### src/lkvc_pkg.sv
// shared types and constants for the lru key-value cache
package lkvc_pkg;

	localparam int DEFAULT_ENTRIES = 16;
	localparam int KEY_W = 32;
	localparam int VALUE_W = 32;
	localparam int CFG_W = 5;
	localparam logic [CFG_W-1:0] CAPACITY_RESET = 5'd16;

	localparam logic MODE_GET = 1'b0;
	localparam logic MODE_SET = 1'b1;

	localparam logic signed [VALUE_W-1:0] MISS_VALUE = -32'sd1;

	typedef struct packed {
		logic mode;
		logic signed [KEY_W-1:0] key;
		logic signed [VALUE_W-1:0] value;
	} req_t;

	typedef struct packed {
		logic signed [VALUE_W-1:0] read_value;
		logic hit;
		logic evicted;
		logic signed [KEY_W-1:0] evicted_key;
	} rsp_t;

	typedef struct packed {
		logic write;
		logic hit;
		logic evict;
		logic occupied;
		logic at_fill;
		logic at_last;
	} cell_ctl_t;

endpackage

### src/lru_key_value_cache.sv
// top level of the lru key-value cache: input register, cell chain, result register
// a request waits in the input register and moves into the result register once that is empty or rsp is not stalled
// throughput: one transaction per cycle while rsp is not stalled; all cells compare
// and the stack shifts in the same cycle of the cell chain
// reset: occupancy cleared, capacity set to 16, no valid transactions in flight;
// cell contents are left undefined and are never read before being written
module lru_key_value_cache #(
	parameter int ENTRIES = lkvc_pkg::DEFAULT_ENTRIES
) (
	input  logic                              clk,
	input  logic                              arst_n,
	input  logic                              capacity_we,
	input  logic [lkvc_pkg::CFG_W-1:0]        capacity_wdata,
	input  logic                              req_valid,
	output logic                              req_stall,
	input  lkvc_pkg::req_t                    req,
	output logic                              rsp_valid,
	input  logic                              rsp_stall,
	output lkvc_pkg::rsp_t                    rsp
);

	localparam int OCC_W = $clog2(ENTRIES + 1);
	localparam int CW = (OCC_W > lkvc_pkg::CFG_W) ? OCC_W : lkvc_pkg::CFG_W;

	logic [lkvc_pkg::CFG_W-1:0] capacity_q;
	logic [OCC_W-1:0]           occ_q;
	logic                       valid_s1_q;
	lkvc_pkg::req_t             req_s1_q;
	logic                       rsp_valid_q;
	lkvc_pkg::rsp_t             rsp_q;

	logic                       advance;
	logic                       is_set;
	logic                       hit;
	logic                       evict_cond;
	logic [CW-1:0]              cap_ext;
	logic [CW-1:0]              eff_cap;
	logic [lkvc_pkg::VALUE_W-1:0] read_or;
	logic [lkvc_pkg::KEY_W-1:0]   last_or;

	lkvc_pkg::cell_ctl_t          ctl_w    [ENTRIES];
	logic [lkvc_pkg::KEY_W-1:0]   key_w    [ENTRIES];
	logic [lkvc_pkg::VALUE_W-1:0] value_w  [ENTRIES];
	logic [lkvc_pkg::VALUE_W-1:0] tapv_w   [ENTRIES];
	logic [lkvc_pkg::KEY_W-1:0]   tapk_w   [ENTRIES];
	logic [ENTRIES-1:0]           match_w;
	logic [ENTRIES:0]             chain_w;

	assign advance   = valid_s1_q && (!rsp_valid_q || !rsp_stall);
	assign req_stall = valid_s1_q && !advance;
	assign is_set    = (req_s1_q.mode == lkvc_pkg::MODE_SET);
	assign hit       = |match_w;

	assign cap_ext = CW'(capacity_q);
	always_comb begin
		if (capacity_q == '0) begin
			eff_cap = CW'(1);
		end else if (cap_ext > CW'(ENTRIES)) begin
			eff_cap = CW'(ENTRIES);
		end else begin
			eff_cap = cap_ext;
		end
	end
	assign evict_cond = (occ_q != '0) && (CW'(occ_q) >= eff_cap);

	assign chain_w[ENTRIES] = 1'b0;

	for (genvar i = 0; i < ENTRIES; i++) begin : g_cell
		always_comb begin
			ctl_w[i].write    = advance && is_set;
			ctl_w[i].hit      = hit;
			ctl_w[i].evict    = evict_cond;
			ctl_w[i].occupied = (OCC_W'(i) < occ_q);
			ctl_w[i].at_fill  = (OCC_W'(i) == occ_q);
			ctl_w[i].at_last  = (OCC_W'(i + 1) == occ_q);
		end

		lkvc_cell u_cell (
			.clk        (clk),
			.ctl        (ctl_w[i]),
			.cmp_key    (req_s1_q.key),
			.prev_key   ((i == 0) ? req_s1_q.key : key_w[(i == 0) ? 0 : i - 1]),
			.prev_value ((i == 0) ? req_s1_q.value : value_w[(i == 0) ? 0 : i - 1]),
			.below      (chain_w[i + 1]),
			.key        (key_w[i]),
			.value      (value_w[i]),
			.match      (match_w[i]),
			.chain      (chain_w[i]),
			.tap_value  (tapv_w[i]),
			.tap_key    (tapk_w[i])
		);
	end

	always_comb begin
		read_or = '0;
		last_or = '0;
		for (int i = 0; i < ENTRIES; i++) begin
			read_or = read_or | tapv_w[i];
			last_or = last_or | tapk_w[i];
		end
	end

	always_ff @(posedge clk or negedge arst_n) begin
		if (!arst_n) begin
			capacity_q <= lkvc_pkg::CAPACITY_RESET;
		end else if (capacity_we) begin
			capacity_q <= capacity_wdata;
		end
	end

	always_ff @(posedge clk or negedge arst_n) begin
		if (!arst_n) begin
			valid_s1_q <= 1'b0;
		end else if (req_valid && !req_stall) begin
			valid_s1_q <= 1'b1;
		end else if (advance) begin
			valid_s1_q <= 1'b0;
		end
	end

	always_ff @(posedge clk) begin
		if (req_valid && !req_stall) begin
			req_s1_q <= req;
		end
	end

	always_ff @(posedge clk or negedge arst_n) begin
		if (!arst_n) begin
			occ_q <= '0;
		end else if (advance && is_set && !hit && !evict_cond) begin
			occ_q <= occ_q + OCC_W'(1);
		end
	end

	always_ff @(posedge clk or negedge arst_n) begin
		if (!arst_n) begin
			rsp_valid_q <= 1'b0;
		end else if (advance) begin
			rsp_valid_q <= 1'b1;
		end else if (!rsp_stall) begin
			rsp_valid_q <= 1'b0;
		end
	end

	always_ff @(posedge clk) begin
		if (advance) begin
			rsp_q.hit <= hit;
			if (is_set) begin
				rsp_q.read_value  <= '0;
				rsp_q.evicted     <= !hit && evict_cond;
				rsp_q.evicted_key <= (!hit && evict_cond) ? last_or : '0;
			end else begin
				rsp_q.read_value  <= hit ? read_or : lkvc_pkg::MISS_VALUE;
				rsp_q.evicted     <= 1'b0;
				rsp_q.evicted_key <= '0;
			end
		end
	end

	assign rsp_valid = rsp_valid_q;
	assign rsp       = rsp_q;

	a_occ_bound: assert property (@(posedge clk) disable iff (!arst_n)
		occ_q <= OCC_W'(ENTRIES))
		else $error("occupancy above entry count");

	a_unique_key: assert property (@(posedge clk) disable iff (!arst_n)
		valid_s1_q |-> $onehot0(match_w))
		else $error("key present in more than one cell");

	a_rsp_follows: assert property (@(posedge clk) disable iff (!arst_n)
		advance |=> rsp_valid_q)
		else $error("processed transaction produced no response");

	a_evict_miss: assert property (@(posedge clk) disable iff (!arst_n)
		rsp_valid_q |-> !(rsp_q.evicted && rsp_q.hit))
		else $error("eviction reported on a hit");

endmodule

### src/lkvc_cell.sv
// one stack cell: holds an entry, compares it and shifts from its upper neighbor
module lkvc_cell (
	input  logic                                clk,
	input  lkvc_pkg::cell_ctl_t                 ctl,
	input  logic [lkvc_pkg::KEY_W-1:0]          cmp_key,
	input  logic [lkvc_pkg::KEY_W-1:0]          prev_key,
	input  logic [lkvc_pkg::VALUE_W-1:0]        prev_value,
	input  logic                                below,
	output logic [lkvc_pkg::KEY_W-1:0]          key,
	output logic [lkvc_pkg::VALUE_W-1:0]        value,
	output logic                                match,
	output logic                                chain,
	output logic [lkvc_pkg::VALUE_W-1:0]        tap_value,
	output logic [lkvc_pkg::KEY_W-1:0]          tap_key
);

	logic [lkvc_pkg::KEY_W-1:0]   key_q;
	logic [lkvc_pkg::VALUE_W-1:0] value_q;
	logic                         shift;

	assign match = ctl.occupied && (key_q == cmp_key);
	assign chain = match || below;

	// hit: entries from the top down to the match move; miss: fill region moves
	assign shift = ctl.write &&
		(ctl.hit ? chain : (ctl.occupied || (ctl.at_fill && !ctl.evict)));

	always_ff @(posedge clk) begin
		if (shift) begin
			key_q   <= prev_key;
			value_q <= prev_value;
		end
	end

	assign key       = key_q;
	assign value     = value_q;
	assign tap_value = match ? value_q : '0;
	assign tap_key   = ctl.at_last ? key_q : '0;

endmodule
### config.mk
export PLATFORM = sky130hd
export DESIGN_NAME = lru_key_value_cache
export DESIGN_NICKNAME = d
export VERILOG_FILES = /design/src/lkvc_pkg.sv /design/src/lru_key_value_cache.sv /design/src/lkvc_cell.sv
export SDC_FILE = /design/constraint.sdc
export NUM_CORES = 1
export LEC_CHECK = 0
export BUFFER_PORTS_ARGS = -buffer_cell sky130_fd_sc_hd__clkbuf_2
export CORE_MARGIN = 5
export CORE_UTILIZATION = 35
export DETAILED_ROUTE_END_ITERATION = 8
export HOLD_SLACK_MARGIN = 0.05
export RECOVER_POWER = 100
export SETUP_SLACK_MARGIN = 0.5
export SLEW_MARGIN = 10
export SYNTH_ARGS = -nofsm -noshare
export SYNTH_HDL_FRONTEND = slang
export SYNTH_HIERARCHICAL = 1
export SYNTH_SLANG_ARGS = --single-unit
### constraint.sdc
create_clock -name clk -period 8.8 [get_ports clk]
set_input_delay 2.64 -clock clk [delete_from_list [all_inputs] [get_ports clk]]
set_output_delay 2.64 -clock clk [all_outputs]
set_load 0.005 [all_outputs]
## Word-level counts from Yosys, hierarchy flattened

Index checks and enable logic that the tools add are counted.

| storage, ports and cells | value |
|---|---|
| register bits after elaboration | 1167 |
| bits of input ports | 75 |
| output and inout bits | 68 |
| word-level logic and storage cells | 280 |

| cells by class | value |
|---|---|
| add/sub/neg operators | 1 |
| $lt $le $gt $ge | 18 |
| equality and inequality tests | 33 |
| muxes and demuxes | 55 |
| bitwise logic cells | 30 |
| reduce and logical (&&, ||, !) cells | 100 |

Operators with widths:

| operator | count |
|---|---|
| $mux 32 | 33 |
| $or 32x32->32 | 30 |
| $eq 32x32->1 | 16 |
| $logic_and 1x1->1 | 56 |
| $eq 4x5->1 const A | 8 |
| $lt 4x5->1 const A | 8 |
| $logic_or 1x1->1 | 32 |
| $eq 3x5->1 const A | 4 |
| $lt 3x5->1 const A | 4 |
| $mux 1 | 20 |
| $reduce_or 16->1 | 1 |
| $eq 2x5->1 const A | 2 |
| $logic_not 5->1 | 2 |
| $lt 1x5->1 const A | 2 |
| $lt 2x5->1 const A | 2 |
| $mux 5 | 2 |
| $logic_not 1->1 | 6 |
| $add 5x1->5 const B | 1 |
| $eq 1x5->1 const A | 1 |
| $eq 5x5->1 const A | 1 |
| $ge 5x5->1 | 1 |
| $gt 5x5->1 const B | 1 |
| $reduce_bool 5->1 | 1 |
| $ne 2x1->1 const B | 1 |
| other kinds (2) | 2 |

## Logic depth before layout (Yosys ltp)

Gate-level depths: netlist (run 1).

| logic depth | value |
|---|---|
| depth in word-level cells | 19 |
| gate-level depth with buffers | 20 |
| mapped depth without buffers | 20 |

## By module

The synthesis (run 1) kept the hierarchy.

By module, submodules not included:

| module | times used | cells an instance | area an instance (sq um) | sequential area each (sq um) |
|---|---|---|---|---|
| lkvc_cell | 16 | 184 | 2761.4 | 1921.8 |
| lru_key_value_cache | 1 | 647 | 7445.9 | 4235.3 |

## Worst setup path after synthesis (run 1)

No wires, ideal clock.

| path | value |
|---|---|
| kind | in2reg |
| from | in rsp_stall |
| to | reg g_cell[0].u_cell.key_q, in the netlist g_cell[0].u_cell/key[0] (enable) |
| library setup time | 0.430 ns |
| data arrival time | 9.961 ns |
| required time | 8.370 ns |
| slack | -1.591 ns |
| stages on the path | 3 |
| path buffers | 0 |
| path through | a21boi_0 > and2_1 > o311a_1 |

RTL lines:

| what | line | source |
|---|---|---|
| start, declared | lru_key_value_cache.sv:18 | `input logic rsp_stall,` |
| end signal, assigned | lkvc_cell.sv:30 | `key_q <= prev_key;` |
| end, declared | lkvc_cell.sv:17 | `logic [lkvc_pkg::KEY_W-1:0] key_q;` |

## Final worst setup path (run 1)

| path | value |
|---|---|
| from | reg req_s1_q[50] (netlist bit) |
| to | reg g_cell[8].u_cell.value_q, in the netlist g_cell[8].u_cell/value[15] (enable) |

| on the way | value |
|---|---|
| elaborated cells between the ends (all ways) | 42 |
| those cells by class | 16 x eq/ne; 1 x mux; 25 x reduce/logical |

RTL lines:

| what | line | source |
|---|---|---|
| start, declared | lru_key_value_cache.sv:28 | `lkvc_pkg::req_t req_s1_q;` |
| start signal, assigned | lru_key_value_cache.sv:123 | `req_s1_q <= req;` |
| $eq 32x32->1 | lkvc_cell.sv:21 | `assign match = ctl.occupied && (key_q == cmp_key);` |
| $logic_and 1x1->1 | lkvc_cell.sv:21 |  |
| named net match_w[5] | lru_key_value_cache.sv:46 | `logic [ENTRIES-1:0] match_w;` |
| $reduce_or 16->1 | lru_key_value_cache.sv:52 | `assign hit = \|match_w;` |
| $mux 1 | lkvc_cell.sv:26 | `(ctl.hit ? chain : (ctl.occupied \|\| (ctl.at_fill && !ctl.evict)));` |
| $logic_and 1x1->1 | lkvc_cell.sv:25 | `assign shift = ctl.write &&` |
| named net g_cell[8].u_cell.shift | lkvc_cell.sv:19 | `logic shift;` |
| end signal, assigned | lkvc_cell.sv:31 | `value_q <= prev_value;` |
| end, declared | lkvc_cell.sv:18 | `logic [lkvc_pkg::VALUE_W-1:0] value_q;` |

The timed path passes the listed nets, and every way through them passes these cells.
A chain may end at the register's enable or synchronous reset.

==> results.json, run 1 <==
{
  "wire_per_inst_um": 26.8,
  "cts-root-buf": "clkbuf_16",
  "detail-route-antenna-nets": 0,
  "path_max_fanout": 45,
  "cp_slowest_cell": "o311a_2",
  "cts_setup_buffers": 0,
  "p_leak_nw": 20.3,
  "peakVddDrop_uv": 232,
  "cts_tree": "done",
  "yosys_warnings": 6,
  "cts_max_level": 4,
  "multi_input_area_mm2": 0.0158,
  "io_pins": 143,
  "status": "finished, violations left",
  "cp_data_required_time_ns": 9.21,
  "clk_latency_ns": 0.78,
  "setup-violations-final": 0,
  "violations": "max-capacitance violations, max-slew violations",
  "report.final.hold_viol_count": 0,
  "grt_pass1_wl_mm": 224,
  "fin_crit_ns": 8.06,
  "rsz0062_at_grt": "no",
  "dpl_worst_slack_ns": 1.39,
  "cts.sinks": 1167,
  "fin_ws_ns": 0.739,
  "grt_overflow_total": 0,
  "worst_pin_slew_ns": 3.28,
  "synthCells": 3590,
  "cp_cell_sequence": "clkbuf_1 > xor2_1 > nor4_1 > nand4_1 > nor3_4 > buf_4 > nor4_1 > and4_1 > inv_1 > nor2_1 > o21ai_0 > o311a_2 > buf_4",
  "rows": 141,
  "grt_pass1_vias": 31233,
  "path_class": "register to register",
  "totalWireLength_mm": 157,
  "cts_buffers": 131,
  "slew_viol_final": 564,
  "synthToLayoutAreaGrowth_pct": 13.8,
  "cp.arrival_ns": 8.47,
  "place_hpwl_mm": 93.5,
  "syn-cell-area_mm2": 0.0516,
  "maxCapViolations": 14,
  "die_w_um": 394,
  "drc_errors": 0,
  "gp_congestion": 0.897,
  "path_depth": 13,
  "syn_area_per_cell_um2": 14.4,
  "portBuffers": 142,
  "track_usage_pct": 19.7,
  "grt_max_degree": 49,
  "worstSetupStartpointType": "register",
  "antenna_found_initial": 15,
  "cp_top_family": "buffers and inverters",
  "holdPathStages": 0,
  "skew_ns": 0.0288,
  "layout_common_cells": "1155 x edfxtp_1, 1035 x and2_1, 496 x xor2_1",
  "cts_buffer_depth": 3,
  "fmax_mhz": 124,
  "worst-path-buf-inv": 4,
  "power.density_mw_per_mm2": 261,
  "ctsResizeCount": 0,
  "num_vias": 31257,
  "min_period_over_period_pct": 91.6,
  "dieArea_mm2": 0.155,
  "nFillCells": 13686,
  "viasPerCell": 5.32,
  "die_h_um": 394,
  "initial_core_util_pct": 35.1,
  "core_mm2": 0.147,
  "fin_tns_setup_ns": 0,
  "hold_buffers": 0,
  "seqCellArea_mm2": 0.0350,
  "worst-r2r-cell-count": 13,
  "path_clk_slew_ns": 0.06,
  "drt-initial-drc-count": 3242,
  "end_kind": "register",
  "final_common_cell": "edfxtp_1",
  "slowest_delay_ns": 1.60,
  "first_pass_iters": 5,
  "slew_headroom_pct": -119,
  "final_layout_size_suffix_gt1_share_pct": 9.72,
  "hold_class": "register to register",
  "nets": 3920
}
-- power by group --
group | internal, mW | total (mW) | leakage [nW] | switching (mW)
Combinational | 0.675 | 2.43 | 7.48 | 1.75
Clock | 3.11 | 5.46 | 2.05 | 2.35
Sequential | 7.00 | 7.43 | 10.7 | 0.427
Total | 10.8 | 15.3 | 20.3 | 4.53
-- final timing paths --
| kind | startpoint | endpoint | slack [ns] |
|---|---|---|---|
| max in group asynchronous | arst_n | rsp_valid | 6.23 |
| hold reg to reg | req_s1_q[12] | g_cell[0].u_cell/value[12] | 0.42 |
| setup / recovery | req_s1_q[50] | g_cell[8].u_cell/value[15] | 0.74 |
| hold / removal | req_s1_q[12] | g_cell[0].u_cell/value[12] | 0.42 |
| min in group asynchronous | arst_n | occ_q[4] | 1.98 |
| setup reg to reg | req_s1_q[50] | g_cell[8].u_cell/value[15] | 0.74 |
-- per-layer routing --
layer	track usage [%]	wire length, µm	part of all wire (%)
met5	0	69	0.044
met4	5.85	4150	2.6
met3	3.88	12500	7.9
met2	30.6	71400	45
met1	27.9	69300	44
-- flip-flops by register name, indices dropped and copies added (netlist names) --
register	cells
rsp_valid	1
cap_ext	5
req_s1_q	64
is_set	1
rsp	66
g_cell.u_cell/key	512
occ_q	5
g_cell.u_cell/value	512
valid_s1_q	1
-- stage by stage --
stage / instances / hold WS [ns] / power, mW / utilization (%) / cell area (µm²)
after floorplan: 3591 / 0.400 / 8.71 / - / 51600
after global placement: 5634 / 0.406 / 9.95 / 37.3 / 54800
after detailed placement: 5634 / 0.405 / 9.97 / 37.3 / 54800
after CTS: 5872 / 0.419 / 15.5 / 40.1 / 59100
after global routing: 5873 / 0.421 / 15.9 / 39.9 / 58800
final: 5877 / 0.416 / 15.3 / 39.9 / 58800
-- cell type report --
| type | instances | share of cell area, % |
|---|---|---|
| Inverter | 39 | 0.249 |
| Antenna cell | 5 | 0.0213 |
| Sequential cell | 1167 | 59.5 |
| Clock buffer | 164 | 5.91 |
| Multi-Input combinational cell | 2273 | 27.0 |
| Tap cell | 1930 | 4.11 |
| Clock inverter | 74 | 1.32 |
| Timing Repair Buffer | 225 | 1.91 |
Power figures use the tool's default switching activity.
==> inputs of run 2 (changes only) <==
--- a/config.mk
+++ b/config.mk
@@ -7,8 +7,11 @@
 export LEC_CHECK = 0
 export BUFFER_PORTS_ARGS = -buffer_cell sky130_fd_sc_hd__clkbuf_2
+export CELL_PAD_IN_SITES_DETAIL_PLACEMENT = 2
+export CELL_PAD_IN_SITES_GLOBAL_PLACEMENT = 2
 export CORE_MARGIN = 5
 export CORE_UTILIZATION = 35
 export DETAILED_ROUTE_END_ITERATION = 8
 export HOLD_SLACK_MARGIN = 0.05
+export PLACE_DENSITY_LB_ADDON = 0.1
 export RECOVER_POWER = 100
 export SETUP_SLACK_MARGIN = 0.5
==> constraint.sdc (replaced) <==
create_clock -name clk -period 8.8 [get_ports clk]
set_input_delay 1.32 -clock clk [delete_from_list [all_inputs] [get_ports clk]]
set_output_delay 1.32 -clock clk [all_outputs]
set_load 0.005 [all_outputs]
==> run 2 against run 1 <==
Net effect: the run still ends with max-capacitance violations, max-slew violations left; first-iteration DRC count shrank 12%; power grew 2.5%; fmax shrank 1.7%; sequential cell count is the same; clock power grew 3%; critical path depth is the same.
==> results.json, run 2 (same netlist as run 1, synthesis figures left out) <==
{
  "first_pass_iters": 7,
  "cp.arrival_ns": 8.59,
  "portBuffers": 142,
  "drc_errors": 0,
  "peakVddDrop_uv": 158,
  "slowest_delay_ns": 1.36,
  "final_common_cell": "edfxtp_1",
  "io_pins": 143,
  "grt-busiest-layer": "met2",
  "r2r_slack_ns": 0.60,
  "grt_pass1_wl_mm": 263,
  "die_w_um": 394,
  "rsz0062_at_grt": "no",
  "met2_usage_pct": 40.2,
  "drt-initial-drc-count": 2840,
  "crit_start": "req_s1_q[50]",
  "grt_use_met3_pct": 3.38,
  "fin_crit_ns": 8.20,
  "grt_pass1_vias": 33720,
  "rows": 141,
  "setup-violations-final": 0,
  "cp-endpoint": "g_cell[8].u_cell/value[7]",
  "path_depth": 13,
  "cts_max_level": 4,
  "end_kind": "register",
  "hold_buffers": 0,
  "cts_buffers": 139,
  "report.final.hold_viol_count": 0,
  "cp_data_required_time_ns": 9.19,
  "cp_slowest_cell": "o311a_2",
  "slew_viol_final": 456,
  "grt_overflow_total": 0,
  "maxCapViolations": 15,
  "worst-r2r-cell-count": 13,
  "power.density_mw_per_mm2": 266,
  "gp_congestion": 0.794,
  "place_hpwl_mm": 119,
  "met1_usage_pct": 33.3,
  "cts_buffer_depth": 3,
  "viasPerCell": 5.32,
  "path_class": "register to register",
  "worst-path-buf-inv": 4,
  "dieArea_mm2": 0.155,
  "hold_class": "register to register",
  "p_leak_nw": 20.4,
  "fin_tns_setup_ns": 0,
  "worstSetupStartpointType": "register",
  "path_common_cell": "nor4_1",
  "fmax_mhz": 122,
  "cp_top_family": "buffers and inverters",
  "final_layout_size_suffix_gt1_share_pct": 9.39,
  "clk_latency_ns": 0.78,
  "detail-route-antenna-nets": 0,
  "cts_tree": "done",
  "min_period_over_period_pct": 93.2,
  "skew_ns": 0.0252,
  "utilization_pct": 40.1,
  "antenna_found_initial": 40,
  "grt_max_degree": 49,
  "cts-root-buf": "clkbuf_16",
  "slew_headroom_pct": -175,
  "initial_core_util_pct": 35.1,
  "totalWireLength_mm": 189,
  "wire_per_inst_um": 31.9,
  "cts_setup_buffers": 0,
  "synthToLayoutAreaGrowth_pct": 14.3,
  "timing.rr.end": "g_cell[8].u_cell/value[7]",
  "path_max_fanout": 37,
  "path_clk_slew_ns": 0.06,
  "r2r_start": "req_s1_q[50]",
  "violations": "max-capacitance violations, max-slew violations",
  "track_usage_pct": 23.8,
  "nets": 3950,
  "layout_common_cells": "1155 x edfxtp_1, 1041 x and2_1, 496 x xor2_1",
  "worst_pin_slew_ns": 4.12,
  "die_h_um": 394,
  "num_vias": 31455,
  "core_mm2": 0.147,
  "cts.sinks": 1167,
  "ctsResizeCount": 0,
  "status": "finished, violations left",
  "cp_cell_sequence": "clkbuf_1 > xor2_1 > nor4_1 > nand4_1 > nor3_4 > buf_4 > nor4_1 > and4_1 > inv_1 > nor2_1 > o21ai_0 > o311a_2 > clkbuf_2"
}
==> run 2: area by class of cell <==
cell class | count | area [µm²]
sequential | 1167 | 35000
clock inverter | 67 | 627
clock buffer | 180 | 3720
antenna | 12 | 30.0
timing repair buffer | 247 | 1230
inverter | 39 | 146
fill | 14717 | 88100
tap | 1930 | 2410
multi-input combinational | 2273 | 15900
==> run 2: through the flow <==
step / power (mW) / hold WS [ns] / instances / area (µm²) / setup WS [ns]
CTS: 15.9 / 0.422 / 5903 / 59300 / 1.20
global placement: 10.2 / 0.402 / 5656 / 55000 / 1.32
detailed placement: 10.2 / 0.409 / 5656 / 55000 / 1.23
floorplan: 8.71 / 0.400 / 3591 / 51600 / 1.53
finish: 15.7 / 0.417 / 5915 / 59000 / 0.601
global route: 16.3 / 0.427 / 5908 / 59000 / 0.524
==> run 2: layer usage <==
layer / part of all wire, % / up-vias
met5: 0 / -
met2: 48 / 901
met1: 45 / 16720
met4: 1.5 / 0
met3: 5.3 / 163
li1: - / 13671
==> run 2: worst min path at each step <==
stage                     start                   endpoint  slack [ns]  cells after the start
finish              req_s1_q[6]  g_cell[0].u_cell/value[6]        0.42                      0
global route        req_s1_q[3]  g_cell[0].u_cell/value[3]        0.43                      0
CTS                 req_s1_q[6]  g_cell[0].u_cell/value[6]        0.42                      0
detailed placement  req_s1_q[6]  g_cell[0].u_cell/value[6]        0.41                      0
global placement    req_s1_q[3]  g_cell[0].u_cell/value[3]        0.40                      0
floorplan           req_s1_q[0]  g_cell[0].u_cell/value[0]        0.40                      0
==> run 2: where the power goes <==
group,switching [mW],internal (mW),leakage [nW]
clock,2.39,3.23,2.12
sequential,0.421,7.00,10.7
combinational,1.96,0.693,7.51
